--- src/quaternion_vector_rotate_unit_assert.svh ---
// Assertion macros for the rotation unit.
`ifndef QUATERNION_VECTOR_ROTATE_UNIT_ASSERT_SVH
`define QUATERNION_VECTOR_ROTATE_UNIT_ASSERT_SVH

// Check an implication on every clock edge outside reset.
`define QVR_ASSERT_IMPL(lbl, lhs, rhs, msg) \
    lbl: assert property (@(posedge clk) disable iff (!rst_n) (lhs) |-> (rhs)) else $error(msg);

// Check a condition on every clock edge, reset included.
`define QVR_ASSERT_ALWAYS(lbl, cond, msg) \
    lbl: assert property (@(posedge clk) (cond)) else $error(msg);

`endif

--- src/qvr_pkg.sv ---
package qvr_pkg;

    localparam int VEC_WIDTH  = 32;
    localparam int QUAT_WIDTH = 16;
    localparam int THR_WIDTH  = 16;
    localparam int SQ_WIDTH   = 2 * QUAT_WIDTH;
    localparam int M_WIDTH    = SQ_WIDTH + 2;
    localparam int N_WIDTH    = SQ_WIDTH + 1;
    localparam int LO_WIDTH   = 16;
    localparam int HI_WIDTH   = VEC_WIDTH - LO_WIDTH;
    localparam int PLO_WIDTH  = M_WIDTH + LO_WIDTH + 1;
    localparam int PHI_WIDTH  = M_WIDTH + HI_WIDTH;
    localparam int PROD_WIDTH = M_WIDTH + VEC_WIDTH;
    localparam int SUM_WIDTH  = PROD_WIDTH + 2;
    localparam int Q_BITS     = SUM_WIDTH - N_WIDTH - 1;
    localparam int LANES      = 3;

    typedef struct packed {
        logic                                   valid;
        logic                                   zero;
        logic [N_WIDTH-1:0]                     n;
        logic [8:0][M_WIDTH-1:0]                m;
        logic [LANES-1:0][VEC_WIDTH-1:0]        v;
    } mat_t;

    typedef struct packed {
        logic                                   valid;
        logic                                   zero;
        logic [N_WIDTH-1:0]                     n;
        logic [LANES-1:0]                       neg;
        logic [LANES-1:0][SUM_WIDTH-1:0]        mag;
    } mag_t;

    typedef struct packed {
        logic                                   valid;
        logic                                   zero;
        logic [N_WIDTH-1:0]                     n;
        logic [LANES-1:0]                       neg;
        logic [LANES-1:0]                       ovf;
        logic [LANES-1:0][Q_BITS-1:0]           q;
        logic [LANES-1:0][N_WIDTH-1:0]          r;
    } quo_t;

endpackage

--- src/qvr_div_step.sv ---
module qvr_div_step (
    input  logic          clk,
    input  logic          rst_n,
    input  logic          en,
    input  qvr_pkg::quo_t quo_in,
    input  logic [qvr_pkg::LANES-1:0][qvr_pkg::Q_BITS-1:0] low_in,
    output qvr_pkg::quo_t quo_out,
    output logic [qvr_pkg::LANES-1:0][qvr_pkg::Q_BITS-1:0] low_out
);

    localparam int NW = qvr_pkg::N_WIDTH;
    localparam int QB = qvr_pkg::Q_BITS;

    qvr_pkg::quo_t quo_reg, quo_next;
    logic [qvr_pkg::LANES-1:0][QB-1:0] low_reg, low_next;
    logic [NW:0] t;
    logic ge;

    always_comb
    begin
        quo_next = quo_in;
        t = '0;
        ge = 1'b0;
        for (int k = 0; k < qvr_pkg::LANES; k++)
        begin
            t = {quo_in.r[k], low_in[k][QB-1]};
            ge = (t >= {1'b0, quo_in.n});
            quo_next.r[k] = ge ? NW'(t - {1'b0, quo_in.n}) : t[NW-1:0];
            quo_next.q[k] = {quo_in.q[k][QB-2:0], ge};
            low_next[k] = {low_in[k][QB-2:0], 1'b0};
        end
    end

    always_ff @(posedge clk or negedge rst_n)
    begin
        if (!rst_n)
            quo_reg.valid <= 1'b0;
        else if (en)
            quo_reg <= quo_next;
    end

    always_ff @(posedge clk)
    begin
        if (en)
            low_reg <= low_next;
    end

    assign quo_out = quo_reg;
    assign low_out = low_reg;

endmodule

--- config.mk ---
export PLATFORM = sky130hd
export DESIGN_NAME = qvr_div_step
export DESIGN_NICKNAME = d
export VERILOG_FILES = /design/src/quaternion_vector_rotate_unit_assert.svh /design/src/qvr_pkg.sv /design/src/qvr_div_step.sv
export SDC_FILE = /design/constraint.sdc
export NUM_CORES = 1
export LEC_CHECK = 0
export BUFFER_PORTS_ARGS = -buffer_cell sky130_fd_sc_hd__buf_2
export CAP_MARGIN = 25
export CORE_AREA = 2 2 268 270
export DETAILED_ROUTE_END_ITERATION = 8
export DIE_AREA = 0 0 270 272
export MAX_ROUTING_LAYER = met4
export PLACE_DENSITY = 0.56
export REMOVE_ABC_BUFFERS = 1
export SLEW_MARGIN = 5
export SYNTH_ARGS = -nofsm -noshare
export SYNTH_HDL_FRONTEND = slang
export SYNTH_SLANG_ARGS = --single-unit
--- constraint.sdc ---
create_clock -name clk -period 1 [get_ports clk]
set_clock_uncertainty 0.15 [all_clocks]
set_input_delay 0 -clock clk [delete_from_list [all_inputs] [get_ports clk]]
set_output_delay 0 -clock clk [all_outputs]
set_load 0.1 [all_outputs]
==> qor.yml <==
clock_network:
  cts_root_buffer: "clkbuf_16"
  clk_pin_slew_ns: 0.05
  clock_path_buffers: 3
  clock_sinks: 341
  clock_latency_ns: 0.56
  numCtsBuffers: 42
  htreeDepth: 2
  cts_tree: "yes"
logic_synthesis:
  yosysSeqAreaShare_pct: 60.89
  yosys-top-cells-count: "edfxtp_1, ha_1, a21oi_1"
  synth-simple-area-share_pct: 6.662
  synthFlopType: "edfxtp_1"
  synth_area_leader_cell: "edfxtp_1"
  synthMuxAreaShare_pct: 5.292
  synth-xor-area-share_pct: 4.481
  yosysWarnings: 0
  ys_seq_elements: 341
  synth_compound_area_share_pct: 12.58
  synth_top_family_by_area: "compound AO/OA/AOI/OAI gates"
  synth.most_common_cell: "edfxtp_1"
  synthCells: 1247
  synth_cell_types: 72
  synth-async-reset-ratio_pct: 0.2933
  synth_edf_count: 340
  synthAdderAreaFrac_pct: 7.726
  syn_area_um2: 16810
  postSynthAreaPerCell_um2: 13.48
  netlist.area_leader.share_pct: 60.74
  synth_area_leaders: "edfxtp_1, ha_1, xnor2_1"
worst_setup_path:
  slowest_stage: "a2111oi_4"
  reg2reg_depth: 1
  crit_path_cell_trace: "buf_2, inv_2, buf_4, ha_1, and3_4, and3_4, a2111oi_4, o21ai_2, nand2_2, nand2_2, a41o_2, a2111oi_4, buf_6, buf_12, mux2_4"
  path_class: "in2reg"
  cp-end-kind: "register"
  cp_max_fo: 7
  cp_slowest_stage_delay_ns: 0.42
  worstPathRequired_ns: 1.15
  crit_arrival_ns: 2.97
  r2r-end: "quo_out[241]"
  r2r_slack_ns: 0.06
  start_kind: "input pin"
  r2r_start: "quo_out[241]"
final_layout:
  fill_cells: 5777
  utilization_pct: 51.51
  area_growth_pct: 116.8
  drive_gt1_share_pct: 49.93
  layout.nets: 3249
min_path:
  holdPathEnd: "quo_out[208]"
  hold_path.class: "in2reg"
  worstHoldStart: "quo_in[208]"
  whs_path_depth: 1
floorplanning:
  row_count: 98
  die_w_um: 270
  die_y_um: 272
  die_area_um2: 73440
  ios: 691
  start_util_pct: 23.76
  core-area_um2: 70750
drt:
  drt-total-wl_mm: 81.68
  drt-wirelength-per-cell_um: 21.55
  ant_nets: 0
  via_per_inst: 4.534
  drtIter0Drc: 817
  num_vias: 17190
  first_pass_iters: 5
  drcViolationCount: 0
place:
  dpl.hpwl_mm: 59.84
  dp_slack_ns: -2.657
  routabilityCongestion: 0.9467
  io_buffers: 684
status:
  violations: "hold timing, setup timing"
  status: "finished, violations left"
global_route:
  antenna_found_initial: 11
  grt_max_degree: 44
  grt_first_pass_wirelength_mm: 117.5
  grt-ovfl-total: 0
  track_usage_pct: 21.85
  grt_pass1_vias: 18290
timing:
  timing.final.ws_setup_ns: -1.817
  setup-violations-final: 738
  hold_viol: 54
  relSlewSlack_pct: 62.86
  fmax_mhz: 355.0
  tightest_slew_ns: 0.5513
  finalCriticalPeriod_ns: 2.817
  rsz0062_at_grt: "true"
  holdWs_ns: -0.4737
  min_period_over_period_pct: 281.7
  slew_viol_final: 0
run:
  maxCapViolCount: 0
pwr:
  ir_drop_mv: 1.223
  power.leakage_nw: 15.69
  p_per_area_nw_per_um2: 1588
[cells in the final DEF (no fill, tap or decap), types with 7 or more instances in the layout]
cell type and count:
clkinv_1 7, a21oi_2 9, edfxtp_1 340, buf_4 405
a31oi_1 11, mux2_4 37, nor2_1 45, nor3_1 8
buf_6 24, a211oi_1 7, xnor2_1 50, dlygate4sd3_1 395
buf_8 9, a21oi_1 80, o21a_1 14, a21o_1 41
ha_1 88, clkinv_2 8, inv_2 13, mux2_2 30
buf_2 339, clkbuf_16 46, buf_12 365, nand2_1 62
o21ai_2 28, nand2_2 13, inv_1 39, and3_1 14
nand3_1 18, xor2_1 32, o21bai_1 14, nand4_1 17
nor2b_1 12, nand2b_1 8, diode_2 11, clkbuf_1 7
o21ai_0 39, ha_4 10, o21ai_1 11
[power by group]
group | switching (mW) | internal (mW) | total (mW)
clock network | 6.42 | 8.91 | 15.3
registers | 1.09 | 17.3 | 18.4
logic | 13.9 | 10.3 | 24.2
[kinds of logic (layout without fill, tap and decap cells)]
kind of cell    after synthesis  in the layout
mux                          70             70
simple gates                228            228
flops                       341            341
buf+inv                      93           1674
fa+ha+maj                   102            102
compound gates              326            326
xor+xnor                     86             86
other cells                   1             14
[state kept, by name (all words and copies together), names as in the netlist]
signal and cells:
quo_out 242, low_out 99
[per-layer routing]
metal | track usage, % | wire length (um) | up-vias
li1 | - | - | 7907
met1 | 22.24 | 29600 | 8522
met2 | 41.16 | 44240 | 612
met3 | 4.576 | 4421 | 147
met4 | 7.719 | 3416 | 0
met5 | - | 0 | -
[worst max path at each step]
stage	from	end	slack [ns]
floorplan	en	quo_out[0]	-5.23
global placement	low_in[67]	quo_out[34]	-2.65
detailed placement	quo_in[207]	quo_out[28]	-2.66
CTS	low_in[67]	quo_out[36]	-1.93
global route	low_in[67]	quo_out[36]	-1.93
finish	quo_in[213]	quo_out[36]	-1.82
[cell type report]
cell class | count | area (um2) | share of cell area, %
flip-flops and latches | 341 | 10230 | 28.08
diodes | 11 | 27.53 | 0.07553
repair buffers | 1543 | 16560 | 45.44
clock buffers | 50 | 1102 | 3.024
inverters | 57 | 227.7 | 0.6248
clock inverters | 24 | 244.0 | 0.6694
well taps | 950 | 1189 | 3.261
multi-input cells | 815 | 6860 | 18.82
[stage by stage]
step                      power, mW  cell area (um2)  setup TNS [ns]  hold slack, ns  instances
after detailed placement      40.10            29680         -318.82         -0.3627       3254
after CTS                     57.88            36100         -436.53         -0.5186       3767
final                         57.88            36450         -313.54         -0.4737       3791
after floorplan               30.38            16640        -1584.28         -0.4456       1213
after global placement        39.90            29680         -317.35         -0.3646       3254
after global routing          59.74            36440         -345.53         -0.4881       3789
[worst max-delay path, delay by kind of cell]
kind	cells	cell delay, ns
fa+ha+maj	1	0.29
simple gates	4	0.52
buf+inv	5	0.69
compound gates	4	1.16
mux	1	0.30
[timing repair]
item / CTS / global route
hold buffers: 395 / 8
gates cloned: 7 / 3
pin swaps: 65 / 48
endpoints found under the hold margin: 404 / 84
resized for setup: 199 / 57
setup buffers: 39 / 18
setup endpoints to repair: 443 / 841
Note: power is estimated with default switching activity, not from simulation.
